`config.mk`:
```
export PLATFORM = sky130hd
export DESIGN_NAME = array_insert_delete_search_flat
export DESIGN_NICKNAME = d
export VERILOG_FILES = /design/src/design/aids_pkg.sv /design/src/design/aids_req_if.sv /design/src/design/aids_rsp_if.sv /design/src/design/array_insert_delete_search.sv /design/src/design/aids_ram.sv /design/src/flat_wrapper.sv
export SDC_FILE = /design/constraint.sdc
export NUM_CORES = 2
export LEC_CHECK = 0
export CAP_MARGIN = 25
export CORE_AREA = 2 2 424 426
export DETAILED_ROUTE_END_ITERATION = 10
export DIE_AREA = 0 0 426 428
export DONT_BUFFER_PORTS = 1
export MAX_ROUTING_LAYER = met4
export PLACE_DENSITY = 0.63
export SYNTH_ARGS = -nofsm -noshare
export SYNTH_HDL_FRONTEND = slang
export SYNTH_SLANG_ARGS = --single-unit
```
`constraint.sdc`:
```
create_clock -name clk -period 7.8 [get_ports clk]
set_input_delay 1.17 -clock clk [delete_from_list [all_inputs] [get_ports clk]]
set_output_delay 1.17 -clock clk [all_outputs]
set_load 0.01 [all_outputs]
```
`src/design/aids_pkg.sv`:
```
`default_nettype none
// ----------------------------------------------------------------------------
// aids_pkg: shared codes for the array insert/delete/search block
// Command and status encodings carried on the block's channels and used by the block and its checker.
// ----------------------------------------------------------------------------
package aids_pkg;

  // Command codes carried on the request channel
  localparam logic [2:0] CMD_LOAD    = 3'd0;
  localparam logic [2:0] CMD_DISPLAY = 3'd1;
  localparam logic [2:0] CMD_INSERT  = 3'd2;
  localparam logic [2:0] CMD_DELETE  = 3'd3;
  localparam logic [2:0] CMD_SEARCH  = 3'd4;

  // Status codes carried on the response channel
  localparam logic [2:0] ST_DONE     = 3'd0;
  localparam logic [2:0] ST_ELEM     = 3'd1;
  localparam logic [2:0] ST_FOUND    = 3'd2;
  localparam logic [2:0] ST_NOTFOUND = 3'd3;
  localparam logic [2:0] ST_BADPOS   = 3'd4;
  localparam logic [2:0] ST_FULL     = 3'd5;
  localparam logic [2:0] ST_EMPTY    = 3'd6;

endpackage
`default_nettype wire

```
`src/design/aids_req_if.sv`:
```
`default_nettype none
// ----------------------------------------------------------------------------
// aids_req_if: request channel
// Valid/ready channel carrying one command beat.
// ----------------------------------------------------------------------------
interface aids_req_if;
  logic               valid;
  logic               ready;
  logic [2:0]         command;
  logic               start_new;
  logic [6:0]         position;
  logic signed [31:0] value;

  modport source (output valid, command, start_new, position, value, input ready);
  modport sink   (input valid, command, start_new, position, value, output ready);
endinterface
`default_nettype wire

```
`src/design/aids_rsp_if.sv`:
```
`default_nettype none
// ----------------------------------------------------------------------------
// aids_rsp_if: response channel
// Valid/ready channel carrying one result beat.
// ----------------------------------------------------------------------------
interface aids_rsp_if;
  logic               valid;
  logic               ready;
  logic [2:0]         status;
  logic [6:0]         index;
  logic signed [31:0] element;
  logic               last;

  modport source (output valid, status, index, element, last, input ready);
  modport sink   (input valid, status, index, element, last, output ready);
endinterface
`default_nettype wire

```
`src/design/array_insert_delete_search.sv`:
```
`default_nettype none
// ----------------------------------------------------------------------------
// array_insert_delete_search: ordered array with insert, delete and search
// Holds up to CAPACITY signed words in one RAM plus a length register.
// ----------------------------------------------------------------------------
// One command is worked at a time; the request channel is ready only while
// the block is idle. Load, bad-position, full and empty cases go straight to
// the closing response beat. Display streams one element beat per cycle
// while the response side is not stalling. Search reads one element per
// cycle and stops at the first match. Insert and delete move each element
// behind the position, one per cycle, through the RAM's single read and
// single write port. The RAM is never written and read at the same entry
// in one cycle. Stored values are VALUE_WIDTH bits: inputs are sign-extended
// or wrapped to that width, and displayed elements are sign-extended or cut
// back to 32 bits.
module array_insert_delete_search #(
  parameter int CAPACITY    = 64,
  parameter int VALUE_WIDTH = 32
) (
  input wire logic  clk,
  input wire logic  rst,
  aids_req_if.sink  req,
  aids_rsp_if.source rsp
);

  localparam int AW = (CAPACITY > 1) ? $clog2(CAPACITY) : 1;
  localparam int LW = $clog2(CAPACITY + 1);
  localparam logic [LW-1:0] CAP_L = LW'(CAPACITY);

  typedef enum logic [6:0] {
    S_IDLE = 7'b0000001,
    S_DISP = 7'b0000010,
    S_SRCH = 7'b0000100,
    S_INS  = 7'b0001000,
    S_INSV = 7'b0010000,
    S_DEL  = 7'b0100000,
    S_RESP = 7'b1000000
  } state_t;

  state_t                 state, state_next;
  logic [LW-1:0]          length, length_next;
  logic [LW-1:0]          ptr, ptr_next;
  logic [LW-1:0]          pos, pos_next;
  logic [VALUE_WIDTH-1:0] key, key_next;
  logic [2:0]             resp_status, resp_status_next;
  logic [6:0]             resp_index, resp_index_next;

  logic                   o_valid;
  logic [2:0]             o_status;
  logic [6:0]             o_index;
  logic signed [31:0]     o_element;
  logic                   o_last;

  logic                   req_fire, slot_free, push;
  logic [2:0]             push_status;
  logic [6:0]             push_index;
  logic signed [31:0]     push_element;
  logic                   push_last;

  logic                   we, re;
  logic [AW-1:0]          waddr, raddr;
  logic [VALUE_WIDTH-1:0] wdata, rd_data;

  logic [63:0]            val_wide, rd_wide;
  logic [VALUE_WIDTH-1:0] val_s;
  logic signed [31:0]     rd_elem;
  logic [7:0]             pos8, len8;
  logic [LW-1:0]          ptr_inc, ptr_inc2, ptr_dec2, len_dec, pos_dec, req_pos;

  // Element store
  aids_ram #(
    .DEPTH (CAPACITY),
    .WIDTH (VALUE_WIDTH),
    .AW    (AW)
  ) u_ram (
    .clk   (clk),
    .we    (we),
    .waddr (waddr),
    .wdata (wdata),
    .re    (re),
    .raddr (raddr),
    .rdata (rd_data)
  );

  // Width conversion between the 32-bit fields and stored words
  assign val_wide = 64'($signed(req.value));
  assign val_s    = val_wide[VALUE_WIDTH-1:0];
  assign rd_wide  = 64'($signed(rd_data));
  assign rd_elem  = $signed(rd_wide[31:0]);

  assign pos8     = {1'b0, req.position};
  assign len8     = 8'(length);
  assign req_pos  = LW'(req.position);
  assign ptr_inc  = ptr + LW'(1);
  assign ptr_inc2 = ptr + LW'(2);
  assign ptr_dec2 = ptr - LW'(2);
  assign len_dec  = length - LW'(1);
  assign pos_dec  = pos - LW'(1);

  assign req_fire  = req.valid && req.ready;
  assign slot_free = !o_valid || rsp.ready;
  assign req.ready = (state == S_IDLE);

  // Sequencer: decode the command, walk the RAM, post result beats
  always_comb begin
    state_next       = state;
    length_next      = length;
    ptr_next         = ptr;
    pos_next         = pos;
    key_next         = key;
    resp_status_next = resp_status;
    resp_index_next  = resp_index;
    we               = 1'b0;
    waddr            = '0;
    wdata            = val_s;
    re               = 1'b0;
    raddr            = '0;
    push             = 1'b0;
    push_status      = aids_pkg::ST_DONE;
    push_index       = '0;
    push_element     = '0;
    push_last        = 1'b1;

    unique case (state)
      S_IDLE: begin
        if (req_fire) begin
          resp_status_next = aids_pkg::ST_DONE;
          resp_index_next  = '0;
          key_next         = val_s;
          state_next       = S_RESP;
          case (req.command)
            aids_pkg::CMD_LOAD: begin
              if (req.start_new) begin
                we          = 1'b1;
                waddr       = '0;
                length_next = LW'(1);
              end else if (length >= CAP_L) begin
                resp_status_next = aids_pkg::ST_FULL;
              end else begin
                we          = 1'b1;
                waddr       = length[AW-1:0];
                length_next = length + LW'(1);
              end
            end
            aids_pkg::CMD_DISPLAY: begin
              if (length == '0) begin
                resp_status_next = aids_pkg::ST_EMPTY;
              end else begin
                re         = 1'b1;
                raddr      = '0;
                ptr_next   = '0;
                state_next = S_DISP;
              end
            end
            aids_pkg::CMD_INSERT: begin
              if (pos8 == 8'd0 || pos8 > len8 + 8'd1) begin
                resp_status_next = aids_pkg::ST_BADPOS;
              end else if (length >= CAP_L) begin
                resp_status_next = aids_pkg::ST_FULL;
              end else if (pos8 == len8 + 8'd1) begin
                // append at the tail, nothing to shift
                we          = 1'b1;
                waddr       = length[AW-1:0];
                length_next = length + LW'(1);
              end else begin
                re         = 1'b1;
                raddr      = len_dec[AW-1:0];
                ptr_next   = length;
                pos_next   = req_pos;
                state_next = S_INS;
              end
            end
            aids_pkg::CMD_DELETE: begin
              if (pos8 == 8'd0 || pos8 > len8) begin
                resp_status_next = aids_pkg::ST_BADPOS;
              end else if (pos8 == len8) begin
                // drop the tail element, nothing to shift
                length_next = len_dec;
              end else begin
                re         = 1'b1;
                raddr      = req_pos[AW-1:0];
                ptr_next   = req_pos - LW'(1);
                state_next = S_DEL;
              end
            end
            aids_pkg::CMD_SEARCH: begin
              if (length == '0) begin
                resp_status_next = aids_pkg::ST_NOTFOUND;
              end else begin
                re         = 1'b1;
                raddr      = '0;
                ptr_next   = '0;
                state_next = S_SRCH;
              end
            end
            default: begin
            end
          endcase
        end
      end

      // Stream elements; read the next one only when this beat moves
      S_DISP: begin
        if (slot_free) begin
          push         = 1'b1;
          push_status  = aids_pkg::ST_ELEM;
          push_index   = 7'(ptr_inc);
          push_element = rd_elem;
          push_last    = (ptr_inc == length);
          if (ptr_inc == length) begin
            state_next = S_IDLE;
          end else begin
            re       = 1'b1;
            raddr    = ptr_inc[AW-1:0];
            ptr_next = ptr_inc;
          end
        end
      end

      // Compare one element per cycle, stop at the first match
      S_SRCH: begin
        if (rd_data == key) begin
          resp_status_next = aids_pkg::ST_FOUND;
          resp_index_next  = 7'(ptr_inc);
          state_next       = S_RESP;
        end else if (ptr_inc == length) begin
          resp_status_next = aids_pkg::ST_NOTFOUND;
          state_next       = S_RESP;
        end else begin
          re       = 1'b1;
          raddr    = ptr_inc[AW-1:0];
          ptr_next = ptr_inc;
        end
      end

      // Shift up: write entry ptr from entry ptr-1, read ptr-2 meanwhile
      S_INS: begin
        we    = 1'b1;
        waddr = ptr[AW-1:0];
        wdata = rd_data;
        if (ptr == pos) begin
          state_next = S_INSV;
        end else begin
          re       = 1'b1;
          raddr    = ptr_dec2[AW-1:0];
          ptr_next = ptr - LW'(1);
        end
      end

      // Drop the new value into the opened slot
      S_INSV: begin
        we          = 1'b1;
        waddr       = pos_dec[AW-1:0];
        wdata       = key;
        length_next = length + LW'(1);
        state_next  = S_RESP;
      end

      // Shift down: write entry ptr from entry ptr+1, read ptr+2 meanwhile
      S_DEL: begin
        we    = 1'b1;
        waddr = ptr[AW-1:0];
        wdata = rd_data;
        if (ptr_inc2 == length) begin
          length_next = len_dec;
          state_next  = S_RESP;
        end else begin
          re       = 1'b1;
          raddr    = ptr_inc2[AW-1:0];
          ptr_next = ptr_inc;
        end
      end

      // Post the single closing beat
      S_RESP: begin
        if (slot_free) begin
          push        = 1'b1;
          push_status = resp_status;
          push_index  = resp_index;
          push_last   = 1'b1;
          state_next  = S_IDLE;
        end
      end

      default: begin
        state_next = S_IDLE;
      end
    endcase
  end

  // Control state
  always_ff @(posedge clk) begin
    if (rst) begin
      state   <= S_IDLE;
      length  <= '0;
      o_valid <= 1'b0;
    end else begin
      state  <= state_next;
      length <= length_next;
      if (push) begin
        o_valid <= 1'b1;
      end else if (rsp.ready) begin
        o_valid <= 1'b0;
      end
    end
  end

  // Walk registers and the output beat
  always_ff @(posedge clk) begin
    ptr         <= ptr_next;
    pos         <= pos_next;
    key         <= key_next;
    resp_status <= resp_status_next;
    resp_index  <= resp_index_next;
    if (push) begin
      o_status  <= push_status;
      o_index   <= push_index;
      o_element <= push_element;
      o_last    <= push_last;
    end
  end

  assign rsp.valid   = o_valid;
  assign rsp.status  = o_status;
  assign rsp.index   = o_index;
  assign rsp.element = o_element;
  assign rsp.last    = o_last;

endmodule
`default_nettype wire

```
`src/design/aids_ram.sv`:
```
`default_nettype none
// ----------------------------------------------------------------------------
// aids_ram: simple dual-port element store
// One write port and one read port, read data registered.
// ----------------------------------------------------------------------------
module aids_ram #(
  parameter int DEPTH = 64,
  parameter int WIDTH = 32,
  parameter int AW    = (DEPTH > 1) ? $clog2(DEPTH) : 1
) (
  input  wire logic             clk,
  input  wire logic             we,
  input  wire logic [AW-1:0]    waddr,
  input  wire logic [WIDTH-1:0] wdata,
  input  wire logic             re,
  input  wire logic [AW-1:0]    raddr,
  output      logic [WIDTH-1:0] rdata
);

  logic [WIDTH-1:0] mem [DEPTH];

  // Write and read; read data holds until the next read
  always_ff @(posedge clk) begin
    if (we) begin
      mem[waddr] <= wdata;
    end
    if (re) begin
      rdata <= mem[raddr];
    end
  end

endmodule
`default_nettype wire

```
`src/flat_wrapper.sv`:
```
// flat-port wrapper written by rule: the top's interface ports become plain ports
module array_insert_delete_search_flat 
#(
  parameter int CAPACITY    = 64,
  parameter int VALUE_WIDTH = 32
)
  (clk, rst, req_valid, req_command, req_start_new, req_position, req_value, req_ready, rsp_valid, rsp_status, rsp_index, rsp_element, rsp_last, rsp_ready);
  aids_req_if req_i ();
  aids_rsp_if rsp_i ();
  input wire logic clk;
  input wire logic rst;
  input wire logic [$bits(req_i.valid)-1:0] req_valid;
  input wire logic [$bits(req_i.command)-1:0] req_command;
  input wire logic [$bits(req_i.start_new)-1:0] req_start_new;
  input wire logic [$bits(req_i.position)-1:0] req_position;
  input wire logic [$bits(req_i.value)-1:0] req_value;
  output wire logic [$bits(req_i.ready)-1:0] req_ready;
  output wire logic [$bits(rsp_i.valid)-1:0] rsp_valid;
  output wire logic [$bits(rsp_i.status)-1:0] rsp_status;
  output wire logic [$bits(rsp_i.index)-1:0] rsp_index;
  output wire logic [$bits(rsp_i.element)-1:0] rsp_element;
  output wire logic [$bits(rsp_i.last)-1:0] rsp_last;
  input wire logic [$bits(rsp_i.ready)-1:0] rsp_ready;
  assign req_i.valid = req_valid;
  assign req_i.command = req_command;
  assign req_i.start_new = req_start_new;
  assign req_i.position = req_position;
  assign req_i.value = req_value;
  assign req_ready = req_i.ready;
  assign rsp_valid = rsp_i.valid;
  assign rsp_status = rsp_i.status;
  assign rsp_index = rsp_i.index;
  assign rsp_element = rsp_i.element;
  assign rsp_last = rsp_i.last;
  assign rsp_i.ready = rsp_ready;
  array_insert_delete_search #(.CAPACITY(CAPACITY), .VALUE_WIDTH(VALUE_WIDTH)) u_core (.clk(clk), .rst(rst), .req(req_i), .rsp(rsp_i));
endmodule
```
==> results.json <==
{
  "cp_num_buf_inv": 3,
  "status": "finished clean",
  "tns_ps": 0,
  "synth_top_area_share_pct": 74.03,
  "initial_core_util_pct": 49.76,
  "drt_iter0_drc": 7053,
  "post-route-period-util_pct": 86.19,
  "peakVddDrop_uv": 234.9,
  "setup_viol": 0,
  "fillers": 13800,
  "grt_pass1_wl_mm": 367.1,
  "area_delta_synth_final_pct": 12.63,
  "worst_slack_ps": 1077,
  "syn_avg_cell_area_um2": 15.10,
  "synth-async-reset-ratio_pct": 0,
  "fin_crit_ps": 6723,
  "final_max_slew_viol_count": 0,
  "yosysTopAreaCell": "edfxtp_1",
  "io_buffers": 0,
  "power_density_nw_per_um2": 246.2,
  "htreeDepth": 4,
  "drv_cap": 0,
  "pin_count": 92,
  "cts_hold_buf": 0,
  "post-place-ws_ps": 1275,
  "synth_enable_flop_cells": 2179,
  "antenna_found_initial": 20,
  "finalWeightedCongestion": 0.9078,
  "p_leak_nw": 35.31,
  "die-area_um2": 182300,
  "wl_mm": 259.1,
  "crit_family": "compound AO/OA/AOI/OAI gates",
  "routedWlPerCell_um": 30.37,
  "arrival_ps": 7250,
  "cts_tree": "yes",
  "die_h_um": 428,
  "holdCritPathClass": "input port to flop",
  "fp-row-count": 155,
  "ys_seq_area_share_pct": 74.37,
  "insertion_delay_ps": 890,
  "via_per_inst": 6.180,
  "fin_skew_ps": 68.82,
  "synthesis.nets": 5926,
  "synth_warnings": 0,
  "drive_gt1_share_pct": 11.78,
  "cts_sinks": 2194,
  "cp_slowest_cell": "buf_4",
  "globalRouteTotalUtil_pct": 28.92,
  "cp_max_fo": 63,
  "ys_ff_latch": 2194,
  "synthesis.area_um2": 88390,
  "cts_resized": 0,
  "cts.clk_slew.worst_paths_ps": 60,
  "dpl.hpwl_mm": 156.7,
  "dr.pass1.iters": 6,
  "ys_top_cells_by_area": "edfxtp_1 74%, mux2i_1 7.1%, nand2_1 4.7%, a31oi_1 1.3%, nand3_1 1.1%",
  "die_w_um": 426,
  "fmax_mhz": 148.7,
  "design_area_um2": 99560,
  "root_buffer": "clkbuf_16",
  "dr_total_vias": 52720,
  "cts_buffers": 217,
  "critPathLaunchType": "flop",
  "grt_max_degree": 169,
  "postCtsSetupBuffers": 0,
  "antenna_left": 0,
  "max_stage_delay_ps": 780,
  "synth_cells": 5855,
  "place_area_um2": 92420,
  "hold_violations": 0,
  "path_cells": "xor2_1, nor4_1, nand4_1, o21ai_1, a22oi_1, a21oi_4, buf_12, buf_4, buf_4, mux2i_1, mux2i_1, a22o_1, nor4_1, nand4_1",
  "rsz0062_at_grt": "no",
  "end_kind": "flop",
  "clockBufferDepth": 3,
  "grt_overflow_total": 0,
  "tightestPinTransition_ps": 1348,
  "final_nets": 6042,
  "slew_headroom_pct": 10.14,
  "path_class": "flop to flop",
  "drc": 0,
  "grt_pass1_vias": 49630,
  "core_area_um2": 177600,
  "ys_types": 82,
  "critPathRequiredTime_ps": 8330,
  "synthFlopType": "edfxtp_1"
}
[cell type report]
class                      instances  area (um2)  share of cell area, %
inverter                          24       90.09                0.09049
multi-input combinational       3297       21520                  21.62
clock inverter                   134        1440                  1.447
tap                             2355        2947                  2.960
clock buffer                     266        5635                  5.660
sequential                      2194       65730                  66.02
antenna                           23       57.56                0.05781
timing repair buffer             237        2135                  2.144
[cells in the mapped netlist (all sizes together) (3+ instances only)]
library cell and count:
xnor2 31, o221ai 8, nor4 14, xor2 47, a22o 7, a31oi 185, edfxtp 2179, nand2b 12
mux2i 623, nand3 206, or3 15, nor4b 3, nand4b 4, ha 24, and3 148, nor2 125
buf 215, dfxtp 15, a22oi 87, o21a 3, o21ai 108, a32oi 34, a221oi 9, a221o 5
a2bb2oi 42, inv 22, mux2 45, a21boi 15, a21oi 54, nor3b 5, nand4 75, a211oi 14
nand2 1105, nor3 21, o22ai 134, and2 8, a21o 9, and4 27, clkbuf 125, a32o 15
[metrics by stage]
stage | hold WS (ps) | power (mW) | utilization, % | instances
after floorplan | 496.3 | 13.96 | - | 5855
after global placement | 549.7 | 14.32 | 52.00 | 8100
after detailed placement | 524.6 | 14.34 | 52.03 | 8106
after CTS | 313.9 | 24.58 | 56.01 | 8506
after global routing | 347.4 | 25.12 | 56.04 | 8527
final | 368.1 | 24.51 | 56.04 | 8530
[layer usage]
layer,part of all wire (%),vias up,track usage [%]
li1,-,22720,-
met1,41,26740,40.77
met2,46,2840,42.38
met3,11,421,6.109
met4,2.8,0,8.805
met5,0,-,-
[worst reg2reg max path, delay by kind of cell, from the launching register on]
family	cells	cell delay (ps)
XOR/XNOR	1	270
multiplexers	2	340
AND/OR/NAND/NOR	4	1610
buffers and inverters	3	1720
flip-flops	1	670
AO/OA/AOI/OAI	4	1780
[flip-flops by register name, indices dropped and copies added, names as in the netlist]
signal	cells
u_core.u_ram.mem	2048
u_core.key	32
u_core.rsp.element	32
u_core.u_ram.rdata	32
u_core.length	7
u_core.pos	7
u_core.ptr	7
u_core.resp_index	7
u_core.rsp.index	7
u_core.state	7
u_core.resp_status	3
u_core.rsp.status	3
u_core.rsp.last	1
u_core.rsp.valid	1
[path summary, 6_finish.rpt]
kind,from,end,slack [ps],cells past startpoint
setup / recovery,u_core.u_ram.rdata[7]$_DFFE_PP_,u_core.u_ram.rdata[30]$_DFFE_PP_,1080,14
hold / removal,rst,u_core.length[6]$_SDFFE_PP0P_,370,1
setup reg to reg,u_core.u_ram.rdata[7]$_DFFE_PP_,u_core.u_ram.rdata[30]$_DFFE_PP_,1080,14
hold reg to reg,u_core.resp_status[2]$_SDFFCE_PP0P_,u_core.rsp.status[2]$_DFFE_PP_,530,1
[logic make-up (layout without fill, tap and decap cells)]
logic type	count (synthesis)	count (layout)	share of synthesized area, %
AOI/OAI and AO/OA	748	748	5.794
adders and majority gates	24	24	0.3397
muxes	668	668	7.628
DFF	2194	2194	74.37
buffers and inverters	364	661	2.044
and+or+nand+nor	1776	1776	8.977
xor gates and xnor gates	81	81	0.8507
other	0	23	0
[cells in the final DEF (no fill, tap or decap), types with 23 or more instances in the layout]
cell type / synthesis / routed
edfxtp_1: 2179 / 2179
nand2_1: 1104 / 1071
mux2i_1: 623 / 623
clkbuf_16: 0 / 218
buf_4: 45 / 205
nand3_1: 201 / 200
a31oi_1: 185 / 185
and3_1: 148 / 148
o22ai_1: 134 / 134
o21ai_0: 97 / 97
a22oi_1: 87 / 87
nand4_1: 75 / 75
nor2_4: 2 / 74
clkinv_1: 2 / 53
a21oi_1: 52 / 52
clkbuf_1: 125 / 48
nor2_1: 119 / 47
xor2_1: 47 / 47
mux2_2: 45 / 45
a2bb2oi_1: 42 / 42
clkinv_2: 0 / 37
nand2_2: 1 / 34
a32oi_1: 34 / 34
xnor2_1: 31 / 31
buf_12: 0 / 29
and4_1: 27 / 27
ha_1: 24 / 24
diode_2: 0 / 23
[report_power, final]
part / leakage [nW] / switching (mW) / internal, mW / total, mW
registers: 19.8 / 0.0588 / 13.1 / 13.1
logic: 12.1 / 0.717 / 0.264 / 0.981
clock network: 3.42 / 4.54 / 5.86 / 10.4
Power figures use the tool's default switching activity.
